File: config.mk
export PLATFORM = sky130hd
export DESIGN_NAME = internet_checksum_pseudo_header_top
export DESIGN_NICKNAME = d
export VERILOG_FILES = /design/src/hdl/ics_pkg.sv /design/src/hdl/ics_operand.sv /design/src/hdl/ics_accum.sv /design/src/hdl/internet_checksum_pseudo_header_top.sv
export SDC_FILE = /design/constraint.sdc
export NUM_CORES = 1
export LEC_CHECK = 0
export BUFFER_PORTS_ARGS = -buffer_cell sky130_fd_sc_hd__buf_4
export CAP_MARGIN = 20
export CELL_PAD_IN_SITES_DETAIL_PLACEMENT = 2
export CELL_PAD_IN_SITES_GLOBAL_PLACEMENT = 2
export CORE_AREA = 2 2 187 189
export CTS_CLUSTER_DIAMETER = 100
export CTS_CLUSTER_SIZE = 25
export DETAILED_ROUTE_END_ITERATION = 7
export DIE_AREA = 0 0 189 191
export PLACE_DENSITY_LB_ADDON = 0.1
export SETUP_SLACK_MARGIN = 0.3
export SYNTH_ARGS = -nofsm -noshare
export SYNTH_HDL_FRONTEND = slang
export SYNTH_SLANG_ARGS = --single-unit
File: constraint.sdc
create_clock -name clk -period 26.1 [get_ports clk]
set_input_delay 3.915 -clock clk [delete_from_list [all_inputs] [get_ports clk]]
set_output_delay 3.915 -clock clk [all_outputs]
set_load 0.02 [all_outputs]
File: src/hdl/ics_pkg.sv
// ---------------------------------------------------------------------------
// ics_pkg: shared types and constants for the Internet checksum engine
// Item layout, command/mode codes and ones'-complement helpers.
// ---------------------------------------------------------------------------
`default_nettype none

package ics_pkg;

  localparam int unsigned WordW = 16;

  // command codes
  localparam logic CMD_START = 1'b0;
  localparam logic CMD_DATA  = 1'b1;

  // start modes
  localparam logic [1:0] MODE_PLAIN = 2'd0;
  localparam logic [1:0] MODE_TCP   = 2'd1;
  localparam logic [1:0] MODE_UDP   = 2'd2;

  // byte counts with special meaning
  localparam logic [1:0] BC_NONE = 2'd0;
  localparam logic [1:0] BC_HIGH = 2'd1;

  localparam logic [WordW-1:0] PROTO_TCP = 16'd6;
  localparam logic [WordW-1:0] PROTO_UDP = 16'd17;
  localparam logic [WordW-1:0] ALL_ONES  = 16'hffff;

  typedef struct packed {
    logic        command;
    logic [1:0]  mode;
    logic [31:0] ip_src;
    logic [31:0] ip_dst;
    logic [15:0] ip_total_length;
    logic [3:0]  ip_header_words;
    logic [15:0] udp_length;
    logic [15:0] data_word;
    logic [1:0]  byte_count;
    logic        last_word;
  } ics_item_t;

  // operand handed from the decode logic to the accumulator
  typedef struct packed {
    logic             load;   // start: replace the sum with value
    logic             emit;   // last data word: send checksum, clear sum
    logic [WordW-1:0] value;
  } ics_op_t;

  // 16-bit add with end-around carry
  function automatic logic [WordW-1:0] oc_add(input logic [WordW-1:0] a,
                                              input logic [WordW-1:0] b);
    logic [WordW:0] s;
    s = {1'b0, a} + {1'b0, b};
    return s[WordW-1:0] + {{(WordW-1){1'b0}}, s[WordW]};
  endfunction

  // fold a 19-bit plain sum back into 16 bits with end-around carry
  function automatic logic [WordW-1:0] oc_fold19(input logic [18:0] v);
    logic [WordW:0] t;
    t = {1'b0, v[15:0]} + {14'b0, v[18:16]};
    return t[WordW-1:0] + {{(WordW-1){1'b0}}, t[WordW]};
  endfunction

endpackage

`default_nettype wire

File: src/hdl/ics_operand.sv
// ---------------------------------------------------------------------------
// ics_operand: item decode
// Turns one registered item into a load/add operand; builds the
// pseudo-header seed for start items.
// ---------------------------------------------------------------------------
`default_nettype none

module ics_operand
  import ics_pkg::*;
(
  input  ics_item_t item,
  output ics_op_t   op
);

  logic [15:0] proto;
  logic [15:0] seg_len;
  logic [18:0] seed_raw;
  logic [15:0] seed;
  logic [15:0] data_val;
  logic        pseudo;

  assign pseudo = (item.mode == MODE_TCP) || (item.mode == MODE_UDP);

  // TCP length = total length - 4*IHL, wrapped to 16 bits
  always_comb begin
    if (item.mode == MODE_TCP) begin
      proto   = PROTO_TCP;
      seg_len = item.ip_total_length - {10'b0, item.ip_header_words, 2'b00};
    end else begin
      proto   = PROTO_UDP;
      seg_len = item.udp_length;
    end
  end

  // six-term plain sum, then two end-around folds
  assign seed_raw = {3'b0, item.ip_src[31:16]} + {3'b0, item.ip_src[15:0]}
                  + {3'b0, item.ip_dst[31:16]} + {3'b0, item.ip_dst[15:0]}
                  + {3'b0, proto} + {3'b0, seg_len};
  assign seed = pseudo ? oc_fold19(seed_raw) : 16'h0000;

  always_comb begin
    case (item.byte_count)
      BC_NONE: data_val = 16'h0000;
      BC_HIGH: data_val = {item.data_word[15:8], 8'h00};
      default: data_val = item.data_word;
    endcase
  end

  assign op.load  = (item.command == CMD_START);
  assign op.emit  = (item.command == CMD_DATA) && item.last_word;
  assign op.value = op.load ? seed : data_val;

endmodule

`default_nettype wire

File: src/hdl/ics_accum.sv
// ---------------------------------------------------------------------------
// ics_accum: running sum and result register
// Adds operands with end-around carry; holds the checksum until taken.
// ---------------------------------------------------------------------------
`default_nettype none

module ics_accum
  import ics_pkg::*;
(
  input  logic        clk,
  input  logic        rst,
  input  logic        op_valid,
  output logic        op_ready,
  input  ics_op_t     op,
  output logic        result_valid,
  input  logic        result_ready,
  output logic [15:0] checksum
);

  logic [15:0] running_sum;
  logic [15:0] sum_next;
  logic        slot_free;
  logic        adv;

  assign slot_free = !result_valid || result_ready;
  assign op_ready  = !op.emit || slot_free;
  assign adv       = op_valid && op_ready;
  assign sum_next  = oc_add(running_sum, op.value);

  always_ff @(posedge clk) begin
    if (rst) begin
      running_sum  <= 16'h0000;
      result_valid <= 1'b0;
    end else begin
      // a new checksum wins over the drain of the old one
      if (adv && op.emit) begin
        result_valid <= 1'b1;
      end else if (result_ready) begin
        result_valid <= 1'b0;
      end
      if (adv) begin
        if (op.load) begin
          running_sum <= op.value;
        end else if (op.emit) begin
          running_sum <= 16'h0000;
          checksum    <= ~sum_next;
        end else begin
          running_sum <= sum_next;
        end
      end
    end
  end

`ifndef ASSERT_OFF
  a_seed_loaded: assert property (@(posedge clk) disable iff (rst)
    adv && op.load |=> running_sum == $past(op.value))
    else $error("start transfer did not seed the running sum");

  a_sum_cleared: assert property (@(posedge clk) disable iff (rst)
    adv && op.emit |=> running_sum == 16'h0000 && result_valid)
    else $error("last word did not clear the sum and post a result");

  a_stall_cause: assert property (@(posedge clk) disable iff (rst)
    !op_ready |-> op.emit && result_valid && !result_ready)
    else $error("operand stalled without a pending result");
`endif

endmodule

`default_nettype wire

File: src/hdl/internet_checksum_pseudo_header_top.sv
// ---------------------------------------------------------------------------
// internet_checksum_pseudo_header_top: streaming Internet checksum
// Ones'-complement checksum with TCP/UDP pseudo-header seeding.
// ---------------------------------------------------------------------------
// Takes one item per clock unless a last word meets an unread checksum. A start
// item (command 0) seeds the running sum: zero for plain/IPv4-header mode
// (and the unused mode 3), or the IPv4 pseudo-header for TCP (protocol 6,
// length = ip_total_length - 4*ip_header_words) or UDP (protocol 17,
// length = udp_length). Data items (command 1) add data_word with
// end-around carry; byte_count 1 adds only the high byte, 0 adds nothing.
// The data item with last_word set produces one checksum transfer, the
// inverted sum, which passes through the input register and then the
// result register, and clears the sum. Data sent without a start simply
// accumulates onto the current sum. The result register is decoupled from
// the input: new items are taken while a checksum waits, and only a last
// word that meets an unread checksum stalls the input.
// ---------------------------------------------------------------------------
`default_nettype none

module internet_checksum_pseudo_header_top
  import ics_pkg::*;
(
  input  logic        clk,
  input  logic        rst,
  // item channel
  input  logic        item_valid,
  output logic        item_ready,
  input  logic        command,
  input  logic [1:0]  mode,
  input  logic [31:0] ip_src,
  input  logic [31:0] ip_dst,
  input  logic [15:0] ip_total_length,
  input  logic [3:0]  ip_header_words,
  input  logic [15:0] udp_length,
  input  logic [15:0] data_word,
  input  logic [1:0]  byte_count,
  input  logic        last_word,
  // result channel
  output logic        result_valid,
  input  logic        result_ready,
  output logic [15:0] checksum
);

  // input register
  ics_item_t stg_item;
  logic      stg_valid;
  logic      stg_ready;
  ics_op_t   stg_op;

  // the input register refills whenever it is empty or drains this cycle
  assign item_ready = !stg_valid || stg_ready;

  always_ff @(posedge clk) begin
    if (rst) begin
      stg_valid <= 1'b0;
    end else if (item_ready) begin
      stg_valid <= item_valid;
    end
  end

  // payload: no reset needed
  always_ff @(posedge clk) begin
    if (item_valid && item_ready) begin
      stg_item.command         <= command;
      stg_item.mode            <= mode;
      stg_item.ip_src          <= ip_src;
      stg_item.ip_dst          <= ip_dst;
      stg_item.ip_total_length <= ip_total_length;
      stg_item.ip_header_words <= ip_header_words;
      stg_item.udp_length      <= udp_length;
      stg_item.data_word       <= data_word;
      stg_item.byte_count      <= byte_count;
      stg_item.last_word       <= last_word;
    end
  end

  // decode: seed or data operand
  ics_operand u_operand (
    .item (stg_item),
    .op   (stg_op)
  );

  // running sum and result register
  ics_accum u_accum (
    .clk          (clk),
    .rst          (rst),
    .op_valid     (stg_valid),
    .op_ready     (stg_ready),
    .op           (stg_op),
    .result_valid (result_valid),
    .result_ready (result_ready),
    .checksum     (checksum)
  );

endmodule

`default_nettype wire
==> results.json <==
{
  "outcome": "finished clean",
  "peakVddDrop_mv": 0.0620,
  "grt_overflow": 0,
  "crit_family": "simple AND/OR/NAND/NOR gates",
  "clk_latency_ps": 450,
  "finalSetupTns_ps": 0,
  "skew_ps": 17.5,
  "ios": 144,
  "maxCapViolations": 0,
  "post_cts_buffers": 0,
  "num_antenna_cells": 0,
  "power_frac_seq_pct": 19.9,
  "ant_nets": 0,
  "path_class": "reg2reg",
  "grt_pass1_wl_um": 43800,
  "fp.dieW_um": 189,
  "grt_max_degree": 73,
  "path_common_cell": "ha_1",
  "combinationalPowerShare_pct": 64.3,
  "dp.final_hpwl_um": 21800,
  "post-place-ws_ps": 12160,
  "final-max-slew-violation-count": 0,
  "hold_violations": 0,
  "final_common_cell": "buf_4",
  "syn-num-nets": 1154,
  "syn_area_um2": 10100,
  "drt_iter0_markers": 223,
  "dieArea_um2": 36100,
  "hold_buffers": 0,
  "synth-async-reset-ratio_pct": 0,
  "p_clk_share_pct": 15.8,
  "htree_levels": 4,
  "initial_utilization_pct": 29.6,
  "setup_violations": 0,
  "first_pass_iters": 4,
  "ctsResizeCount": 0,
  "sw_frac_of_total_pct": 47.7,
  "max_freq_mhz": 72.1,
  "grt_pass1_vias": 8155,
  "core_um2": 34100,
  "io_buffers": 143,
  "wirelength_um": 27200,
  "r2r_slack_ps": 12230,
  "synth-edff-count": 138,
  "netlist_instances": 911,
  "ys_seq_area_share_pct": 44.6,
  "p_int_uw": 808,
  "via_per_inst": 4.73,
  "synth_cell_type_count": 78,
  "fin_crit_ps": 13870,
  "final_net_count": 1304,
  "clock-sinks": 156,
  "rsz0062_at_grt": "false",
  "rows": 68,
  "dieHeight_um": 191,
  "worst_pin_slew_ps": 935,
  "start_kind": "register",
  "crit_slowest_cell": "fa_1",
  "yosys_most_used_dff": "edfxtp_1",
  "layout-drive-gt1-share_pct": 18.5,
  "grt_util_all_layers_pct": 15.8,
  "post-route-period-util_pct": 53.1,
  "clk_pin_slew_ps": 70,
  "crit_buf_inv": 2,
  "worst-path-max-fanout": 6,
  "final_cell_mix": "buf_4 (149), edfxtp_1 (138), inv_1 (94), ha_1 (77), nand2_1 (72)",
  "drcViolationCount": 0,
  "routed-via-count": 7238,
  "critPathRequiredTime_ps": 26410,
  "cts_root_buf": "clkbuf_16",
  "clockBufferDepth": 2,
  "switching_power_uw": 736,
  "antenna_found_initial": 0,
  "cts_tree": "built",
  "fin_ws_ps": 12230,
  "place_congestion": 0.835,
  "critPathArrivalTime_ps": 14170,
  "yosysWarningCount": 0,
  "postSynthAreaPerCell_um2": 11.1,
  "slew-limit-headroom_pct": 37.7,
  "end_kind": "register",
  "hp-class": "reg2reg",
  "powerDensity_nw_per_um2": 126,
  "synth-seq-cells": 156,
  "area_delta_synth_final_pct": 21.5,
  "crit_path_max_incr_delay_ps": 490,
  "leakage_uw": 0.00505,
  "wl_per_cell_um": 17.8,
  "hold_ws_ps": 469,
  "numCtsBuffers": 17
}
-- cells in the mapped netlist (5+ instances only) --
library cell / instances / area share [%]
dfxtp_1: 18 / 3.6
o21a_1: 8 / 0.59
and2_1: 6 / 0.37
nor3_1: 22 / 1.1
xnor2_1: 49 / 4.2
clkbuf_1: 13 / 0.48
or3_1: 8 / 0.50
nor4_1: 6 / 0.37
ha_1: 77 / 9.5
and3_1: 8 / 0.50
a22o_1: 7 / 0.61
xor2_1: 31 / 2.7
nor2_1: 49 / 1.8
nor2b_1: 10 / 0.62
o21ai_0: 36 / 1.8
nor3b_1: 5 / 0.37
nand3_1: 22 / 1.1
a21o_1: 16 / 1.2
inv_1: 94 / 3.5
o211ai_1: 8 / 0.59
o21bai_1: 5 / 0.37
nand2b_1: 10 / 0.62
fa_1: 40 / 7.9
a21oi_1: 56 / 2.8
nand2_1: 72 / 2.7
edfxtp_1: 138 / 41
-- worst min-delay path, cell delays in order, from the launching register on --
cell and delay (ps):
dfxtp_1 320, nand2_1 60, a21oi_1 50
-- power groups by stage --
stage,Combinational [uW],Clock [uW],Sequential [uW]
2_1_floorplan,734,0,312
3_3_place_gp,996,0,312
3_5_place_dp,1010,0,313
4_1_cts,1010,254,307
5_1_grt,1110,261,309
6_report,994,244,307
-- path summary, 6_finish.rpt --
path / startpoint / endpoint / depth (start not counted)
setup / recovery: stg_item[87] / u_accum.running_sum[15] / 59
hold reg to reg: u_accum.running_sum[8] / u_accum.running_sum[8] / 2
hold / removal: u_accum.running_sum[8] / u_accum.running_sum[8] / 2
setup reg to reg: stg_item[87] / u_accum.running_sum[15] / 59
-- routing by layer --
metal  up-vias  global-route usage, %  wire length [um]
li1       3572                      -                 -
met4         0                   5.56               469
met1      3529                   18.4             11900
met3        21                   3.14               829
met5         -                      0                 0
met2       116                   28.7             14000
-- sequential cells by signal, indices dropped and copies added, names as in the netlist --
| register | flops |
|---|---|
| u_accum.checksum | 16 |
| u_accum.running_sum | 16 |
| stg_item | 122 |
| u_accum.result_valid | 1 |
| stg_valid | 1 |
-- logic make-up after synthesis --
family	Yosys count	share of synthesized area (%)
buf+inv	113	4.47
fa+ha+maj	117	17.5
simple gates	242	12.1
mux	7	0.743
xor+xnor	80	6.93
compound gates	196	13.8
flops	156	44.6
-- area by class of cell --
| class | instances | area (um^2) |
|---|---|---|
| Fill cell | 3653 | 21800 |
| Clock inverter | 14 | 133 |
| Timing Repair Buffer | 149 | 1120 |
| Clock buffer | 18 | 429 |
| Sequential cell | 156 | 4500 |
| Tap cell | 455 | 569 |
| Multi-Input combinational cell | 642 | 5170 |
| Inverter | 95 | 357 |
-- per-stage QoR --
stage,std cells,area (um^2),util (%),total power (uW)
after floorplan,911,10100,-,1050
after global placement,1496,11700,34.3,1310
after detailed placement,1497,11700,34.3,1320
after CTS,1529,12300,36.0,1580
after global routing,1529,12300,36.0,1680
final,1529,12300,36.0,1540
(Power assumes the default switching activity.)
